$ cat config.mk
export PLATFORM = sky130hd
export DESIGN_NAME = set_min_max_median_unit
export DESIGN_NICKNAME = d
export VERILOG_FILES = /design/src/sv/smm_pkg.sv /design/src/sv/smm_cell.sv /design/src/sv/smm_ctrl.sv /design/src/sv/set_min_max_median_unit.sv
export SDC_FILE = /design/constraint.sdc
export NUM_CORES = 2
export LEC_CHECK = 0
export BUFFER_PORTS_ARGS = -buffer_cell sky130_fd_sc_hd__buf_2
export CAP_MARGIN = 10
export CORE_ASPECT_RATIO = 2
export CORE_UTILIZATION = 30
export DETAILED_ROUTE_END_ITERATION = 10
export PLACE_DENSITY_LB_ADDON = 0.3
export SYNTH_ARGS = -nofsm -noshare
export SYNTH_HDL_FRONTEND = slang
export SYNTH_SLANG_ARGS = --single-unit
$ cat constraint.sdc
create_clock -name clk -period 3.76 [get_ports clk]
set_clock_uncertainty 0.2 [all_clocks]
set_input_delay 0 -clock clk [delete_from_list [all_inputs] [get_ports clk]]
set_output_delay 0 -clock clk [all_outputs]
set_load 0.01 [all_outputs]
$ cat src/sv/smm_pkg.sv
// Shared types and constants for the set min/max/median unit.
`default_nettype none
package smm_pkg;
	localparam int STORE_DEPTH = 64;
	localparam int SAMPLE_BITS = 16;
	localparam int CNT_W = $clog2(STORE_DEPTH + 1);
	localparam int IDX_W = $clog2(STORE_DEPTH);
	localparam int MED_W = SAMPLE_BITS + 1;

	typedef logic signed [SAMPLE_BITS-1:0] sample_t;
	typedef logic signed [MED_W-1:0] med_t;
	typedef logic [CNT_W-1:0] count_t;

	// per-cycle command broadcast to every cell of the chain
	typedef struct packed {
		logic ins;    // insert the incoming sample in sorted position
		logic drain;  // shift every cell one place toward the head
	} cell_ctrl_t;
endpackage
`default_nettype wire

$ cat src/sv/smm_cell.sv
// One cell of the sorted insertion chain.
`default_nettype none
module smm_cell (
	input  wire                 clk,
	input  wire                 arst_n,
	input  smm_pkg::cell_ctrl_t ctrl,
	input  smm_pkg::sample_t    sample,
	input  smm_pkg::sample_t    prev_val,
	input  wire                 prev_valid,
	input  wire                 prev_gt,
	input  smm_pkg::sample_t    next_val,
	input  wire                 next_valid,
	output smm_pkg::sample_t    val,
	output logic                valid,
	output logic                gt
);
	import smm_pkg::*;

	sample_t val_q;
	logic    valid_q;

	// this cell holds a value strictly above the incoming word
	assign gt = valid_q && (val_q > sample);

	// value: shift up on insert, shift down on drain
	always_ff @(posedge clk) begin
		if (ctrl.ins) begin
			if (prev_gt) begin
				val_q <= prev_val;
			end else if (prev_valid && (gt || !valid_q)) begin
				val_q <= sample;
			end
		end else if (ctrl.drain) begin
			val_q <= next_val;
		end
	end

	// occupancy: grows from the head, empties as the chain drains
	always_ff @(posedge clk or negedge arst_n) begin
		if (!arst_n) begin
			valid_q <= 1'b0;
		end else if (ctrl.ins) begin
			valid_q <= valid_q | prev_valid;
		end else if (ctrl.drain) begin
			valid_q <= next_valid;
		end
	end

	assign val   = val_q;
	assign valid = valid_q;
endmodule
`default_nettype wire

$ cat src/sv/smm_ctrl.sv
// Fill count, drain sequencing and result capture for the sorted chain.
`default_nettype none
module smm_ctrl (
	input  wire                  clk,
	input  wire                  arst_n,
	input  wire                  sample_valid,
	output logic                 sample_stall,
	input  wire                  last_item,
	input  smm_pkg::sample_t     head_val,
	output smm_pkg::cell_ctrl_t  ctrl,
	output logic                 result_valid,
	input  wire                  result_stall,
	output smm_pkg::sample_t     smallest,
	output smm_pkg::sample_t     largest,
	output smm_pkg::med_t        median_doubled,
	output smm_pkg::count_t      sample_count,
	output logic                 overflowed
);
	import smm_pkg::*;

	count_t          fill_q;
	logic            ovf_q;
	logic            drain_q;
	logic [IDX_W-1:0] cnt_q;
	sample_t         min_q;
	med_t            med_q;
	logic            out_valid_q;

	logic   accept;
	logic   full;
	logic   final_step;
	logic   out_busy;
	logic   step;
	count_t half;
	count_t cnt_ext;
	logic   hit_lo;
	logic   hit_mid;
	med_t   head_ext;
	med_t   med_next;

	assign accept     = sample_valid && !drain_q;
	assign full       = (fill_q == CNT_W'(STORE_DEPTH));
	assign cnt_ext    = CNT_W'(cnt_q);
	assign final_step = drain_q && (cnt_ext == fill_q - 1'b1);
	assign out_busy   = out_valid_q && result_stall;
	assign step       = drain_q && !(final_step && out_busy);

	assign ctrl.ins   = accept && !full;
	assign ctrl.drain = step;
	assign sample_stall = drain_q;

	// median pick-up as the sorted words pass the head cell
	assign half     = fill_q >> 1;
	assign hit_lo   = !fill_q[0] && (cnt_ext == half - 1'b1);
	assign hit_mid  = (cnt_ext == half);
	assign head_ext = MED_W'(head_val);

	always_comb begin
		med_next = med_q;
		if (hit_mid) begin
			if (fill_q[0]) begin
				med_next = head_ext <<< 1;
			end else begin
				med_next = med_q + head_ext;
			end
		end else if (hit_lo) begin
			med_next = head_ext;
		end
	end

	// set bookkeeping and drain sequencing
	always_ff @(posedge clk or negedge arst_n) begin
		if (!arst_n) begin
			fill_q  <= '0;
			ovf_q   <= 1'b0;
			drain_q <= 1'b0;
			cnt_q   <= '0;
		end else if (accept) begin
			if (full) begin
				ovf_q <= 1'b1;
			end else begin
				fill_q <= fill_q + 1'b1;
			end
			if (last_item) begin
				drain_q <= 1'b1;
				cnt_q   <= '0;
			end
		end else if (step) begin
			if (final_step) begin
				fill_q  <= '0;
				ovf_q   <= 1'b0;
				drain_q <= 1'b0;
			end else begin
				cnt_q <= cnt_q + 1'b1;
			end
		end
	end

	// partial results while draining
	always_ff @(posedge clk) begin
		if (step) begin
			if (cnt_q == '0) begin
				min_q <= head_val;
			end
			med_q <= med_next;
		end
	end

	// result word register
	always_ff @(posedge clk) begin
		if (step && final_step) begin
			smallest       <= (cnt_q == '0) ? head_val : min_q;
			largest        <= head_val;
			median_doubled <= med_next;
			sample_count   <= fill_q;
			overflowed     <= ovf_q;
		end
	end

	always_ff @(posedge clk or negedge arst_n) begin
		if (!arst_n) begin
			out_valid_q <= 1'b0;
		end else if (step && final_step) begin
			out_valid_q <= 1'b1;
		end else if (!result_stall) begin
			out_valid_q <= 1'b0;
		end
	end

	assign result_valid = out_valid_q;

	a_drain_nonempty: assert property (@(posedge clk) disable iff (!arst_n)
		drain_q |-> (fill_q != '0))
		else $error("drain with empty chain");

	a_cnt_in_range: assert property (@(posedge clk) disable iff (!arst_n)
		drain_q |-> (cnt_ext < fill_q))
		else $error("drain index past fill count");

	a_result_after_drain: assert property (@(posedge clk) disable iff (!arst_n)
		$rose(result_valid) |-> $past(drain_q))
		else $error("result without drain");

	a_insert_counts: assert property (@(posedge clk) disable iff (!arst_n)
		ctrl.ins |=> (fill_q == CNT_W'($past(fill_q) + 1'b1)))
		else $error("insert did not advance fill count");
endmodule
`default_nettype wire

$ cat src/sv/set_min_max_median_unit.sv
// Top level: min, max and doubled median of a set of signed samples.
// Throughput: one sample per cycle while a set is filling.
// Closing word accepted, then one drain step per kept sample (1..64) as the sorted
// chain shifts past its head cell; result valid the cycle after the final step.
// Input stalls during the drain; the final drain step waits on a held result.
// Reset clears all occupancy, counts and valid flags; sample storage is not reset.
`default_nettype none
module set_min_max_median_unit (
	input  wire               clk,
	input  wire               arst_n,
	input  wire               sample_valid,
	output logic              sample_stall,
	input  smm_pkg::sample_t  sample,
	input  wire               last_item,
	output logic              result_valid,
	input  wire               result_stall,
	output smm_pkg::sample_t  smallest,
	output smm_pkg::sample_t  largest,
	output smm_pkg::med_t     median_doubled,
	output smm_pkg::count_t   sample_count,
	output logic              overflowed
);
	import smm_pkg::*;

	cell_ctrl_t ctrl;
	sample_t    val_w   [STORE_DEPTH];
	logic       valid_w [STORE_DEPTH];
	logic       gt_w    [STORE_DEPTH];

	// sorted insertion chain, head cell holds the smallest word
	for (genvar i = 0; i < STORE_DEPTH; i++) begin : g_cell
		sample_t p_val;
		logic    p_valid;
		logic    p_gt;
		sample_t n_val;
		logic    n_valid;

		if (i == 0) begin : g_head
			assign p_val   = '0;
			assign p_valid = 1'b1;
			assign p_gt    = 1'b0;
		end else begin : g_mid
			assign p_val   = val_w[i-1];
			assign p_valid = valid_w[i-1];
			assign p_gt    = gt_w[i-1];
		end

		if (i == STORE_DEPTH - 1) begin : g_tail
			assign n_val   = '0;
			assign n_valid = 1'b0;
		end else begin : g_body
			assign n_val   = val_w[i+1];
			assign n_valid = valid_w[i+1];
		end

		smm_cell u_cell (
			.clk        (clk),
			.arst_n     (arst_n),
			.ctrl       (ctrl),
			.sample     (sample),
			.prev_val   (p_val),
			.prev_valid (p_valid),
			.prev_gt    (p_gt),
			.next_val   (n_val),
			.next_valid (n_valid),
			.val        (val_w[i]),
			.valid      (valid_w[i]),
			.gt         (gt_w[i])
		);
	end

	// sequencing and result capture
	smm_ctrl u_ctrl (
		.clk            (clk),
		.arst_n         (arst_n),
		.sample_valid   (sample_valid),
		.sample_stall   (sample_stall),
		.last_item      (last_item),
		.head_val       (val_w[0]),
		.ctrl           (ctrl),
		.result_valid   (result_valid),
		.result_stall   (result_stall),
		.smallest       (smallest),
		.largest        (largest),
		.median_doubled (median_doubled),
		.sample_count   (sample_count),
		.overflowed     (overflowed)
	);
endmodule
`default_nettype wire
==> qor.yml <==
status: "finished clean"
tightest_slew_ns: 1.04
syn_nets: 9507
die_area_um2: 279000
yosys-top-cells-count: "nand2_1, edfxtp_1, ha_1, nor2_1, nand3_1"
yosysMostFrequentCell: "nand2_1"
viasPerCell: 6.09
postPlaceCellArea_um2: 93000
drc: 0
routed_wl_um: 385000
synth_ff_type: "edfxtp_1"
p_leak_nw: 39.9
ys_warn_count: 0
ys_ff_latch: 1194
portBuffers: 79
synth_top_area_share: 0.403
syn_avg_cell_area_um2: 9.83
fin_crit_sh: 0.945
critPathCaptureType: "flip-flop"
power.share.clock: 0.429
htreeDepth: 3
die_width_um: 374
hp-class: "primary input to flip-flop"
cts_setup_buffers: 0
synthDistinctLibCells: 77
cts_root_buf: "clkbuf_16"
ios: 80
yosysSeqAreaShare: 0.428
hold_viol_final: 0
yosys-top-cells-area: "edfxtp_1, ha_1, nand2_1"
fp.dieH_um: 746
drtIter0Drc: 7839
core_area_um2: 275000
initial_core_util: 0.302
p_comb_frac: 0.076
grt_antenna_before_repair: 16
cts_tree: "yes"
required_ns: 4.08
slew_violations: 0
instances_no_fill: 12307
path_class: "primary input to flip-flop"
yosysTopAreaCell: "edfxtp_1"
swShare: 0.257
drv_cap: 0
grt_pass1_vias: 74823
dp_cells: 12059
final_cell_area_um2: 97200
reg2regPathDepth: 11
drive_above_1_share: 0.121
rsz0062_at_grt: "no"
path_max_fanout: 15
p_per_area_nw_per_um2: 302
grt_max_degree: 101
vias: 74936
worst_ir_drop_vdd_mv: 0.386
place_ws_ns: 0.107
worst_skew_pair.late_latency_ns: 0.82
grt_overflow: 0
whs_ns: 0.106
grt_use_total: 0.268
clkSlewWorstSetupHoldPaths_ns: 0.07
gp_congestion: 1.02
slew_headroom: 0.301
cts_sinks: 1194
synth_area_um2: 82900
cp.arrival_ns: 3.87
setup_violations: 0
placementRows: 272
area_growth_pct: 17.2
grt_first_pass_wirelength_um: 542000
period_minus_slack_ns: 3.55
p_int_mw: 21.8
synthArstFlopShare: 0.0670
timing.final.ws_setup_ns: 0.207
seq_power_share: 0.494
final_nets: 9708
firstDrtPassIters: 7
synth-edff-count: 1114
synth_cells: 8437
hpwl_um: 279000
min_path_cells: 6
wl_per_cell_um: 31.3
clk_path_buf_depth: 3
start_kind: "primary input"
cts_buffers: 114
ant_nets: 0
power.switching_mw: 7.54
max_freq_ghz: 0.281
tns_ns: 0
## logic make-up (layout without fill, tap and decap cells)
group           count (synthesis)  in the layout  synth area share
simple gates                 3043           3043             0.162
fa+ha+maj                    1049           1049             0.158
compound gates               2172           2172             0.189
mux                           201            201            0.0250
other cells                     0              7                 0
buf+inv                       745           1046            0.0348
xor+xnor                       33             33           0.00349
flops                        1194           1194             0.428
## final timing paths
path / startpoint / slack (ns) / to
min in group asynchronous: arst_n / 0.14 / u_ctrl.fill_q[5]$_DFFE_PN0P_
worst min register to register: u_ctrl.ovf_q$_DFFE_PN0P_ / 0.27 / u_ctrl.overflowed$_DFFE_PP_
worst max-delay path: sample[14] / 0.21 / g_cell[52].u_cell.val[8]$_DFFE_PP_
max in group asynchronous: arst_n / 2.66 / g_cell[37].u_cell.valid$_DFFE_PN0P_
worst max register to register: u_ctrl.fill_q[1]$_DFFE_PN0P_ / 0.21 / g_cell[21].u_cell.val[8]$_DFFE_PP_
worst min-delay path: sample_valid / 0.11 / u_ctrl.fill_q[5]$_DFFE_PN0P_
## stage by stage
step	power (mW)	utilization
after floorplan	16.0	-
after global placement	16.9	0.339
after detailed placement	17.0	0.339
after CTS	29.4	0.354
after global routing	30.0	0.354
final	29.3	0.354
## sequential cells by signal (all words and copies together) (netlist names)
signal and flops:
g_cell.u_cell.val 1024, g_cell.u_cell.valid 64, u_ctrl.cnt_q 6, u_ctrl.fill_q 7, u_ctrl.largest 16, u_ctrl.med_q 17
u_ctrl.median_doubled 17, u_ctrl.min_q 16, u_ctrl.overflowed 1, u_ctrl.ovf_q 1, u_ctrl.result_valid 1, u_ctrl.sample_count 7
u_ctrl.sample_stall 1, u_ctrl.smallest 16
## metal layers
layer	wire length [um]	global-route usage	vias to the layer above
met4	41500	0.249	16
met2	188000	0.464	3688
met1	128000	0.276	36941
met5	93	0	-
li1	-	-	32921
met3	27400	0.0422	1370
## area by class of cell
type	count	area (um^2)
diodes	7	17.5
fillers	27243	177000
flip-flops and latches	1194	35500
clock buffers	150	3200
clock inverters	66	703
well taps	3562	4460
inverters	178	728
repair buffers	652	6900
multi-input cells	6498	45700
## power by group through the flow
stage          logic (mW)  registers [mW]  clock network, mW
5_1_grt              2.41            14.5               13.1
2_1_floorplan        1.24            14.7                  0
3_3_place_gp         2.11            14.8                  0
6_report             2.24            14.5               12.6
3_5_place_dp         2.18            14.8                  0
4_1_cts              2.21            14.5               12.7
## repair_timing
action	in CTS	in global routing
hold buffers	25	0
hold endpoints to repair	319	0
endpoints found under the setup margin	0	11
gates resized for setup	0	2
## critical path: stages
cell           delay (ns)
dlygate4sd3_1        0.60
buf_2                0.17
clkinvlp_4           0.14
buf_12               0.18
buf_4                0.21
ha_1                 0.36
nand4_1              0.15
nor4_1               0.46
buf_4                0.19
o21ai_0              0.14
o211ai_1             0.21
mux2i_1              0.12
buf_4                0.18
o311ai_0             0.35
nand2_1              0.18
buf_12               0.19
## cells in the final DEF (no fill, tap or decap), types with 37 or more instances in the layout
cell       netlist  layout
nand2_1       1262    1244
edfxtp_1      1114    1114
ha_1          1048    1015
nor2_1         695     676
nand3_1        608     608
a21oi_1        600     585
o211ai_1       508     508
a221o_1        409     409
buf_4            1     380
o21ai_0        203     199
nand4_1        178     178
buf_12           0     169
inv_1          178     161
mux2i_1        156     135
clkbuf_16        0     118
a21o_1          99      99
dfrtp_1         80      80
buf_2           33      77
o221ai_1        51      51
nor2b_1         50      50
a211oi_1        51      50
nor3_1          50      48
mux2_2          44      43
nor4_1          41      40
nand2b_1        37      37
No activity file was read; power rests on OpenSTA's default activity.
